<file path="config.mk">
export PLATFORM = sky130hd
export DESIGN_NAME = gps_seconds_to_calendar
export DESIGN_NICKNAME = d
export VERILOG_FILES = /design/src/rtl/gsc_pkg.sv /design/src/rtl/gsc_day_div.sv /design/src/rtl/gsc_tod.sv /design/src/rtl/gsc_date.sv /design/src/rtl/gps_seconds_to_calendar.sv
export SDC_FILE = /design/constraint.sdc
export NUM_CORES = 2
export LEC_CHECK = 0
export ABC_AREA = 1
export BUFFER_PORTS_ARGS = -buffer_cell sky130_fd_sc_hd__buf_2
export CAP_MARGIN = 20
export CORE_MARGIN = 4
export CORE_UTILIZATION = 50
export CTS_CLUSTER_DIAMETER = 120
export DETAILED_ROUTE_END_ITERATION = 8
export GPL_TIMING_DRIVEN = 0
export HOLD_SLACK_MARGIN = 0.08
export PLACE_DENSITY = 0.68
export RECOVER_POWER = 100
export SYNTH_ARGS = -nofsm -noshare
export SYNTH_HDL_FRONTEND = slang
export SYNTH_SLANG_ARGS = --single-unit
</file>
<file path="constraint.sdc">
create_clock -name clk_i -period 56.8 [get_ports clk_i]
set_input_delay 2.84 -clock clk_i [delete_from_list [all_inputs] [get_ports clk_i]]
set_output_delay 2.84 -clock clk_i [all_outputs]
set_load 0.1 [all_outputs]
</file>
<file path="src/rtl/gsc_pkg.sv">
`timescale 1ns / 1ps
// ----------------------------------------------------------------------------
// gsc_pkg: shared types, constants and functions
// Constants for the GPS seconds to calendar converter, the step of the
// constant divider and the month lookup.
// ----------------------------------------------------------------------------
package gsc_pkg;

  // Field widths of the stream ports.
  localparam int unsigned IN_W     = 41;
  localparam int unsigned T_W      = 42;
  localparam int unsigned YEAR_W   = 16;
  localparam int unsigned CFG_W    = 16;

  // Seconds from proleptic day zero to the GPS epoch.
  localparam logic [T_W-1:0] EPOCH_SECS = T_W'(64'd86400 * 64'd723185);

  // Seconds are split as t = 128 * u + low, then u is divided by 675.
  localparam int unsigned LOW_W      = 7;
  localparam int unsigned DIVU_W     = T_W - LOW_W;
  localparam int unsigned REM_W      = 10;
  localparam logic [REM_W-1:0] DIV_DEN = REM_W'(675);
  localparam int unsigned DIV_BITS   = 5;
  localparam int unsigned DIV_STAGES = DIVU_W / DIV_BITS;

  // Internal value widths.
  localparam int unsigned DAYS_W = 25;
  localparam int unsigned SOD_W  = REM_W + LOW_W;
  localparam int unsigned YR_W   = 17;
  localparam int unsigned DOY_W  = 9;

  // Year estimate: (days - 183) * 400 / 146097 by a reciprocal multiply.
  localparam logic [DAYS_W-1:0] EST_OFS = DAYS_W'(183);
  localparam int unsigned EST_SH = 32;
  localparam int unsigned MY_W   = 24;
  localparam logic [MY_W-1:0] MUL_Y = MY_W'((64'd400 << EST_SH) / 64'd146097);
  localparam int unsigned PY_W   = DAYS_W + MY_W;

  // Division by 100 of a 17-bit value.
  localparam int unsigned R100_SH = 24;
  localparam int unsigned R100_W  = 18;
  localparam logic [R100_W-1:0] MUL_100 =
    R100_W'(((64'd1 << R100_SH) + 64'd99) / 64'd100);
  localparam int unsigned P100_W  = YR_W + R100_W;
  localparam int unsigned Q100_W  = P100_W - R100_SH;

  // Division of the second of day by 3600 and of the remainder by 60.
  localparam int unsigned RH_SH = 32;
  localparam int unsigned RH_W  = 21;
  localparam logic [RH_W-1:0] MUL_H = RH_W'(((64'd1 << RH_SH) + 64'd3599) / 64'd3600);
  localparam int unsigned PH_W  = SOD_W + RH_W;
  localparam int unsigned RS_W  = 12;
  localparam int unsigned RM_SH = 20;
  localparam int unsigned RM_W  = 15;
  localparam logic [RM_W-1:0] MUL_M = RM_W'(((64'd1 << RM_SH) + 64'd59) / 64'd60);
  localparam int unsigned PM_W  = RS_W + RM_W;

  // Configuration register indexes.
  localparam logic CFG_MIN_YEAR = 1'b0;
  localparam logic CFG_MAX_YEAR = 1'b1;

  // First day of each month in a common year.
  localparam logic [DOY_W-1:0] MONTH_START [12] = '{
    9'd0, 9'd31, 9'd59, 9'd90, 9'd120, 9'd151,
    9'd181, 9'd212, 9'd243, 9'd273, 9'd304, 9'd334
  };

  typedef struct packed {
    logic [REM_W-1:0]  rem;
    logic [DIVU_W-1:0] num;
    logic [LOW_W-1:0]  low;
  } div_st_t;

  typedef struct packed {
    logic [3:0] month;
    logic [4:0] day;
  } md_t;

  // Several bits of restoring division by 675; quotient bits shift into num.
  function automatic div_st_t div_step(input div_st_t a);
    div_st_t r;
    logic [REM_W:0] t;
    r = a;
    for (int i = 0; i < DIV_BITS; i++) begin
      t = {r.rem, r.num[DIVU_W-1]};
      r.num = {r.num[DIVU_W-2:0], 1'b0};
      if (t >= {1'b0, DIV_DEN}) begin
        t = t - {1'b0, DIV_DEN};
        r.num[0] = 1'b1;
      end
      r.rem = t[REM_W-1:0];
    end
    return r;
  endfunction

  // Month and day of month from the zero-based day of year.
  function automatic md_t month_day(input logic [DOY_W-1:0] doy, input logic leap);
    md_t r;
    logic [DOY_W-1:0] s;
    r.month = 4'd1;
    r.day   = 5'(doy + 9'd1);
    for (int m = 1; m < 12; m++) begin
      s = MONTH_START[m] + ((leap && (m >= 2)) ? 9'd1 : 9'd0);
      if (doy >= s) begin
        r.month = 4'(m + 1);
        r.day   = 5'(doy - s + 9'd1);
      end
    end
    return r;
  endfunction

endpackage

</file>
<file path="src/rtl/gsc_day_div.sv">
`timescale 1ns / 1ps
// ----------------------------------------------------------------------------
// gsc_day_div: day number and second of day
// Adds the epoch offset and divides the seconds by 86400 in a pipeline of
// restoring division stages, a few quotient bits per stage.
// ----------------------------------------------------------------------------
module gsc_day_div (
  input  logic                        clk_i,
  input  logic                        rst_ni,
  input  logic                        adv_i,
  input  logic                        valid_i,
  input  logic [gsc_pkg::IN_W-1:0]    secs_i,
  output logic                        valid_o,
  output logic [gsc_pkg::DAYS_W-1:0]  days_o,
  output logic [gsc_pkg::SOD_W-1:0]   sod_o
);
  import gsc_pkg::*;

  logic [DIV_STAGES:0] valid_q;
  div_st_t             st_q [DIV_STAGES+1];
  logic [T_W-1:0]      t_d;

  // Seconds since day zero.
  assign t_d = T_W'(secs_i) + EPOCH_SECS;

  // Valid bits travel with the beats.
  always_ff @(posedge clk_i or negedge rst_ni) begin
    if (!rst_ni) begin
      valid_q <= '0;
    end else if (adv_i) begin
      valid_q <= {valid_q[DIV_STAGES-1:0], valid_i};
    end
  end

  // First stage loads the dividend, then each stage retires DIV_BITS bits.
  always_ff @(posedge clk_i) begin
    if (adv_i) begin
      st_q[0] <= '{rem: '0, num: t_d[T_W-1:LOW_W], low: t_d[LOW_W-1:0]};
      for (int s = 1; s <= DIV_STAGES; s++) begin
        st_q[s] <= div_step(st_q[s-1]);
      end
    end
  end

  assign valid_o = valid_q[DIV_STAGES];
  assign days_o  = st_q[DIV_STAGES].num[DAYS_W-1:0];
  assign sod_o   = {st_q[DIV_STAGES].rem, st_q[DIV_STAGES].low};

endmodule

</file>
<file path="src/rtl/gsc_tod.sv">
`timescale 1ns / 1ps
// ----------------------------------------------------------------------------
// gsc_tod: time of day
// Splits the second of day into hour, minute and second over four stages
// of reciprocal multiplies.
// ----------------------------------------------------------------------------
module gsc_tod (
  input  logic                       clk_i,
  input  logic                       adv_i,
  input  logic [gsc_pkg::SOD_W-1:0]  sod_i,
  output logic [4:0]                 hour_o,
  output logic [5:0]                 minute_o,
  output logic [5:0]                 second_o
);
  import gsc_pkg::*;

  logic [SOD_W-1:0] sod1_q;
  logic [PH_W-1:0]  hp_q;
  logic [4:0]       hour2_q, hour3_q, hour4_q;
  logic [RS_W-1:0]  rem2_q, rem3_q;
  logic [PM_W-1:0]  mp_q;
  logic [5:0]       min4_q, sec4_q;
  logic [4:0]       hour_d;
  logic [5:0]       min_d;

  assign hour_d = hp_q[RH_SH+4:RH_SH];
  assign min_d  = mp_q[RM_SH+5:RM_SH];

  // Hour product, hour and remainder, minute product, minute and second.
  always_ff @(posedge clk_i) begin
    if (adv_i) begin
      sod1_q  <= sod_i;
      hp_q    <= PH_W'(sod_i) * PH_W'(MUL_H);
      hour2_q <= hour_d;
      rem2_q  <= RS_W'(sod1_q - SOD_W'(hour_d) * SOD_W'(3600));
      hour3_q <= hour2_q;
      rem3_q  <= rem2_q;
      mp_q    <= PM_W'(rem2_q) * PM_W'(MUL_M);
      hour4_q <= hour3_q;
      min4_q  <= min_d;
      sec4_q  <= 6'(rem3_q - RS_W'(min_d) * RS_W'(60));
    end
  end

  assign hour_o   = hour4_q;
  assign minute_o = min4_q;
  assign second_o = sec4_q;

endmodule

</file>
<file path="src/rtl/gsc_date.sv">
`timescale 1ns / 1ps
// ----------------------------------------------------------------------------
// gsc_date: year and day of year
// Estimates the year from the day number, checks it against the first
// days of two candidate years and gives the year, day of year and leap flag.
// ----------------------------------------------------------------------------
module gsc_date (
  input  logic                        clk_i,
  input  logic                        rst_ni,
  input  logic                        adv_i,
  input  logic                        valid_i,
  input  logic [gsc_pkg::DAYS_W-1:0]  days_i,
  output logic                        valid_o,
  output logic [gsc_pkg::YR_W-1:0]    year_o,
  output logic [gsc_pkg::DOY_W-1:0]   doy_o,
  output logic                        leap_o
);
  import gsc_pkg::*;

  logic [3:0]        valid_q;
  logic [DAYS_W-1:0] days1_q, days2_q, days3_q;
  logic [PY_W-1:0]   py_q;
  logic [YR_W-1:0]   e2_q, e3_q;
  logic [P100_W-1:0] pa_q [2];
  logic [P100_W-1:0] pb_q [2];
  logic [DAYS_W-1:0] ys_q [2];
  logic [1:0]        leap3_q;
  logic [YR_W-1:0]   year4_q;
  logic [DOY_W-1:0]  doy4_q;
  logic              leap4_q;
  logic [YR_W-1:0]   e_d;
  logic [DAYS_W-1:0] ys_d [2];
  logic [1:0]        leap_d;
  logic              sel_d;

  assign e_d = py_q[EST_SH+YR_W-1:EST_SH];

  // First day and leap flag of candidate years e and e + 1.
  always_comb begin
    for (int k = 0; k < 2; k++) begin
      logic [YR_W-1:0]   c, a, b;
      logic [Q100_W-1:0] q1, q4;
      c = e2_q + YR_W'(k);
      a = c + YR_W'(99);
      b = c + YR_W'(399);
      q1 = pa_q[k][P100_W-1:R100_SH];
      q4 = pb_q[k][P100_W-1:R100_SH];
      ys_d[k] = DAYS_W'(c) * DAYS_W'(365) + DAYS_W'(YR_W'((c + YR_W'(3)) >> 2))
                - DAYS_W'(q1) + DAYS_W'(q4);
      leap_d[k] = (c[1:0] == 2'b00) &&
                  (((a - YR_W'(q1) * YR_W'(100)) != YR_W'(99)) ||
                   ((b - YR_W'(q4) * YR_W'(400)) == YR_W'(399)));
    end
  end

  assign sel_d = (days3_q >= ys_q[1]);

  always_ff @(posedge clk_i or negedge rst_ni) begin
    if (!rst_ni) begin
      valid_q <= '0;
    end else if (adv_i) begin
      valid_q <= {valid_q[2:0], valid_i};
    end
  end

  // Estimate, divisions by 100 and 400, first days, final selection.
  always_ff @(posedge clk_i) begin
    if (adv_i) begin
      days1_q <= days_i;
      py_q    <= PY_W'(days_i - EST_OFS) * PY_W'(MUL_Y);
      days2_q <= days1_q;
      e2_q    <= e_d;
      for (int k = 0; k < 2; k++) begin
        pa_q[k] <= P100_W'(e_d + YR_W'(k) + YR_W'(99)) * P100_W'(MUL_100);
        pb_q[k] <= P100_W'((e_d + YR_W'(k) + YR_W'(399)) >> 2) * P100_W'(MUL_100);
        ys_q[k] <= ys_d[k];
      end
      days3_q <= days2_q;
      e3_q    <= e2_q;
      leap3_q <= leap_d;
      year4_q <= e3_q + YR_W'(sel_d);
      doy4_q  <= DOY_W'(days3_q - (sel_d ? ys_q[1] : ys_q[0]));
      leap4_q <= sel_d ? leap3_q[1] : leap3_q[0];
    end
  end

  assign valid_o = valid_q[3];
  assign year_o  = year4_q;
  assign doy_o   = doy4_q;
  assign leap_o  = leap4_q;

endmodule

</file>
<file path="src/rtl/gps_seconds_to_calendar.sv">
`timescale 1ns / 1ps
// ----------------------------------------------------------------------------
// gps_seconds_to_calendar: GPS seconds to Gregorian date and time
// Converts seconds since the GPS epoch into year, month, day, hour, minute
// and second, and flags years inside the configured range.
// ----------------------------------------------------------------------------
// Usage:
//   The slave stream takes one beat of GPS seconds in tdata[40:0]. The
//   master stream gives one beat per input: tdata carries year, month, day,
//   hour, minute and second; tuser is the valid flag, set when the year lies
//   between min_year and max_year (register 0 and 1 of the write port).
//   The block takes a beat every cycle unless the output is stalled:
//   eight stages divide by 86400, four stages find the year and the time
//   of day, and one output register finishes the date.
//   Reset empties the pipeline and sets the year range to 1980 to 2099.
//   When a finished beat waits and the receiver stalls, the whole pipeline
//   holds and s_axis_tready drops, so no beat is lost or repeated. Write
//   the range registers only while no beat is in flight.
// ----------------------------------------------------------------------------
module gps_seconds_to_calendar (
  input  logic                        clk_i,
  input  logic                        rst_ni,
  input  logic                        s_axis_tvalid,
  output logic                        s_axis_tready,
  input  logic [47:0]                 s_axis_tdata,  // [40:0] gps_seconds
  output logic                        m_axis_tvalid,
  input  logic                        m_axis_tready,
  // [15:0] year, [19:16] month, [24:20] day, [29:25] hour, [35:30] minute,
  // [41:36] second
  output logic [47:0]                 m_axis_tdata,
  output logic                        m_axis_tuser,  // [0] valid_res
  input  logic                        cfg_we_i,
  input  logic                        cfg_idx_i,
  input  logic [gsc_pkg::CFG_W-1:0]   cfg_wdata_i
);
  import gsc_pkg::*;

  logic              adv;
  logic              dv_valid;
  logic [DAYS_W-1:0] dv_days;
  logic [SOD_W-1:0]  dv_sod;
  logic              dt_valid;
  logic [YR_W-1:0]   dt_year;
  logic [DOY_W-1:0]  dt_doy;
  logic              dt_leap;
  logic [4:0]        hour;
  logic [5:0]        minute, second;
  md_t               md;
  logic              in_range;
  logic [CFG_W-1:0]  min_q, max_q;
  logic              out_valid_q;
  logic [47:0]       out_data_q;
  logic              out_user_q;

  // The pipeline moves unless a finished beat waits at the output and the receiver is not ready.
  assign adv           = !out_valid_q || m_axis_tready;
  assign s_axis_tready = adv;

  // Range registers.
  always_ff @(posedge clk_i or negedge rst_ni) begin
    if (!rst_ni) begin
      min_q <= CFG_W'(1980);
      max_q <= CFG_W'(2099);
    end else if (cfg_we_i) begin
      case (cfg_idx_i)
        CFG_MIN_YEAR: min_q <= cfg_wdata_i;
        CFG_MAX_YEAR: max_q <= cfg_wdata_i;
        default: ;
      endcase
    end
  end

  gsc_day_div u_div (
    .clk_i   (clk_i),
    .rst_ni  (rst_ni),
    .adv_i   (adv),
    .valid_i (s_axis_tvalid),
    .secs_i  (s_axis_tdata[IN_W-1:0]),
    .valid_o (dv_valid),
    .days_o  (dv_days),
    .sod_o   (dv_sod)
  );

  gsc_date u_date (
    .clk_i   (clk_i),
    .rst_ni  (rst_ni),
    .adv_i   (adv),
    .valid_i (dv_valid),
    .days_i  (dv_days),
    .valid_o (dt_valid),
    .year_o  (dt_year),
    .doy_o   (dt_doy),
    .leap_o  (dt_leap)
  );

  gsc_tod u_tod (
    .clk_i    (clk_i),
    .adv_i    (adv),
    .sod_i    (dv_sod),
    .hour_o   (hour),
    .minute_o (minute),
    .second_o (second)
  );

  // Month lookup and range check.
  assign md       = month_day(dt_doy, dt_leap);
  assign in_range = (YR_W'(min_q) <= dt_year) && (dt_year <= YR_W'(max_q));

  always_ff @(posedge clk_i or negedge rst_ni) begin
    if (!rst_ni) begin
      out_valid_q <= 1'b0;
    end else if (adv) begin
      out_valid_q <= dt_valid;
    end
  end

  // Output register.
  always_ff @(posedge clk_i) begin
    if (adv) begin
      out_data_q <= {6'd0, second, minute, hour, md.day, md.month,
                     dt_year[YEAR_W-1:0]};
      out_user_q <= in_range;
    end
  end

  assign m_axis_tvalid = out_valid_q;
  assign m_axis_tdata  = out_data_q;
  assign m_axis_tuser  = out_user_q;

`ifndef SYNTH
  a_month: assert property (@(posedge clk_i) disable iff (!rst_ni)
    m_axis_tvalid |-> (m_axis_tdata[19:16] >= 4'd1) && (m_axis_tdata[19:16] <= 4'd12))
    else $error("month out of range");
  a_day: assert property (@(posedge clk_i) disable iff (!rst_ni)
    m_axis_tvalid |-> (m_axis_tdata[24:20] != 5'd0))
    else $error("day of month is zero");
  a_time: assert property (@(posedge clk_i) disable iff (!rst_ni)
    m_axis_tvalid |-> (m_axis_tdata[29:25] < 5'd24) && (m_axis_tdata[35:30] < 6'd60)
                      && (m_axis_tdata[41:36] < 6'd60))
    else $error("time of day out of range");
  a_flag: assert property (@(posedge clk_i) disable iff (!rst_ni)
    (m_axis_tvalid && m_axis_tuser) |-> (min_q <= m_axis_tdata[15:0])
                                        && (m_axis_tdata[15:0] <= max_q))
    else $error("valid flag set for a year outside the range");
`endif

endmodule

</file>
==> flow_summary.ini <==
[run_status]
status = finished, violations left
violations = capacitance limit, slew limit

[critical_path]
worstPathRequired_ns = 57.02
path_buf_inv = 10
arrival_ns = 18.39
critPathSlowestCell = clkbuf_1
critPathLaunchType = primary input
slowest_delay_ns = 2.33
crit_top_cell = clkbuf_1
crit_chain = buf_2 > inv_1 > nand2_1 > clkbuf_1 > clkbuf_1 > clkbuf_1 > clkbuf_1 > clkbuf_1 > clkbuf_1 > clkbuf_1 > clkbuf_1
crit_path_end_kind = flop
crit_fanout = 63
path_class = primary input to flop
crit_family = buffers and inverters

[sta]
finalSetupViolations = 0
max_freq_ghz = 0.0550
setup_tns_ns = 0
fin_worst_skew_ns = 0.0571
slew_headroom_pct = -139
final_hold_viol_count = 0
slew_viol_final = 744
post-route-min-period_ns = 18.17
worst_slew_pin_slew_ns = 3.58
rsz0062_at_grt = no
post-route-period-util_pct = 32.0

[clock_tree]
h-tree-depth = 3
clock-root-buffer = clkbuf_16
hold_buffers = 0
clockBufferDepth = 3
cts.clk_slew.worst_paths_ns = 0.06
cts_tree = yes
cts_buffers = 85
cts_setup_buffers = 0
clock_insertion_delay_worst_skew_ns = 0.73
cts.sinks = 725
cts_resized = 0

[placement]
gp_congestion = 0.958
io_buffers = 107
dp.final_hpwl_mm = 179

[floorplan]
ios = 121
core_um2 = 188000
dieArea_um2 = 197000
initial_utilization_pct = 50.4
die_h_um = 443
rows = 159
die_x_um = 443

[finish]
nets = 13070
area_growth_pct = 6.76
nFillCells = 16984
drive_gt1_share_pct = 4.53

[min_path]
hold_path_class = flop to flop

[detailed_routing]
vias_per_cell = 5.14
wl_mm = 210
vias = 66520
drc = 0
first_pass_iters = 6
antenna_left = 0
wire_per_inst_um = 16.2
drt-initial-drc-count = 3807

[logic_synthesis]
ys_types = 75
synth_top_cell_by_area = fa_1
synthFlopType = edfxtp_1
post-synth-top-count-cell = inv_1
seq_area_frac_synth_pct = 22.7
yosys_warnings = 0
ys_top_cells_by_area = fa_1 23%, edfxtp_1 22%, ha_1 20%
syn_inst = 10144
synth_edf_count = 680
synth-seq-cells = 725
avgSynthCellArea_um2 = 9.35
syn_area_um2 = 94800
synth_async_sr_flop_share_pct = 6.21
netlist.area_leader.share_pct = 23.1
synth_commonest_cells = 2457 x inv_1, 1525 x ha_1, 1475 x nand2_1, 1096 x fa_1, 680 x edfxtp_1

[global_routing]
antenna_found_initial = 3
grt_overflow_total = 0
grt_first_pass_wirelength_mm = 349
grt_pass1_vias = 69769
grt_max_degree = 72
track_usage_pct = 21.8

[flow_run]
cap_viol_max_count = 14
[worst paths after layout]
kind                             startpoint           endpoint  slack (ns)  depth (start not counted)
max                           m_axis_tready  u_div.st_q[0][10]       38.63                         11
min                        u_div.st_q[1][8]  u_div.st_q[1][65]        0.40                          0
max reg2reg                   m_axis_tvalid  u_div.st_q[0][10]       40.49                          9
min reg2reg                u_div.st_q[1][8]  u_div.st_q[1][65]        0.40                          0
max in group asynchronous            rst_ni           max_q[6]       52.50                          2
min in group asynchronous            rst_ni          min_q[11]        2.26                          1
[layout by cell type (no fill, tap or decap), drive strengths merged, types with 126 or more instances in the layout]
cell	netlist	final
inv	2499	2511
nand2	1577	1577
ha	1525	1525
fa	1096	1096
edfxtp	680	680
nor2	465	465
nand3	425	425
xor2	388	388
a21oi	384	384
o21ai	294	294
clkbuf	22	200
xnor2	149	149
nand4	126	126
[metrics by stage]
| step | hold slack (ns) | util, % | setup WS [ns] | area (µm²) | std cells |
|---|---|---|---|---|---|
| after floorplan | 0.400 | - | 31.70 | 94900 | 10165 |
| after global placement | 0.400 | 52.4 | 21.45 | 98600 | 12767 |
| after detailed placement | 0.405 | 52.6 | 45.84 | 98900 | 12784 |
| after CTS | 0.401 | 54.1 | 45.79 | 102000 | 12940 |
| after global routing | 0.416 | 53.8 | 36.88 | 101000 | 12944 |
| final | 0.395 | 53.8 | 38.63 | 101000 | 12945 |
[sequential cells by signal, summed over array words and instances (netlist names), 8 cells and up]
signal and count:
max_q 16, u_date.days3_q 25, u_div.st_q 336, u_date.ys_q 34, u_date.e3_q 17, min_q 16
u_date.py_q 17, u_tod.sod1_q 11, u_date.days1_q 25, u_date.doy_o 9, u_date.days2_q 25, m_axis_tdata 42
u_date.pa_q 22, u_date.e2_q 17, u_tod.rem2_q 12, u_tod.mp_q 8, u_div.valid_q 8, u_date.pb_q 22
u_date.year_o 17
[area by class of cell]
cell class	count	area, µm²	area share [%]
Inverter	2500	9380	9.27
Clock inverter	62	723	0.714
Clock buffer	94	2200	2.18
Buffer	80	430	0.425
Timing Repair Buffer	127	589	0.582
Sequential cell	725	21600	21.3
Antenna cell	2	5.00	0.00494
Tap cell	2495	3120	3.08
Multi-Input combinational cell	6860	63200	62.4
[logic make-up after synthesis]
| logic type | synth area share [%] |
|---|---|
| and+or+nand+nor | 13.0 |
| DFF | 22.7 |
| muxes | 0.0356 |
| xor gates and xnor gates | 4.96 |
| adders and majority gates | 43.3 |
| other | 0.00792 |
| buffers and inverters | 10.5 |
| AOI/OAI and AO/OA | 5.53 |
[metal layers]
| metal | track usage [%] | share of wire [%] |
|---|---|---|
| met1 | 29.0 | 44 |
| met2 | 36.4 | 47 |
| met3 | 4.35 | 5.9 |
| met4 | 5.83 | 2.8 |
| met5 | 0 | 0.0067 |
Power is not shown: default switching activity piles up to over one toggle a cycle in this logic, so the estimate is an artifact.
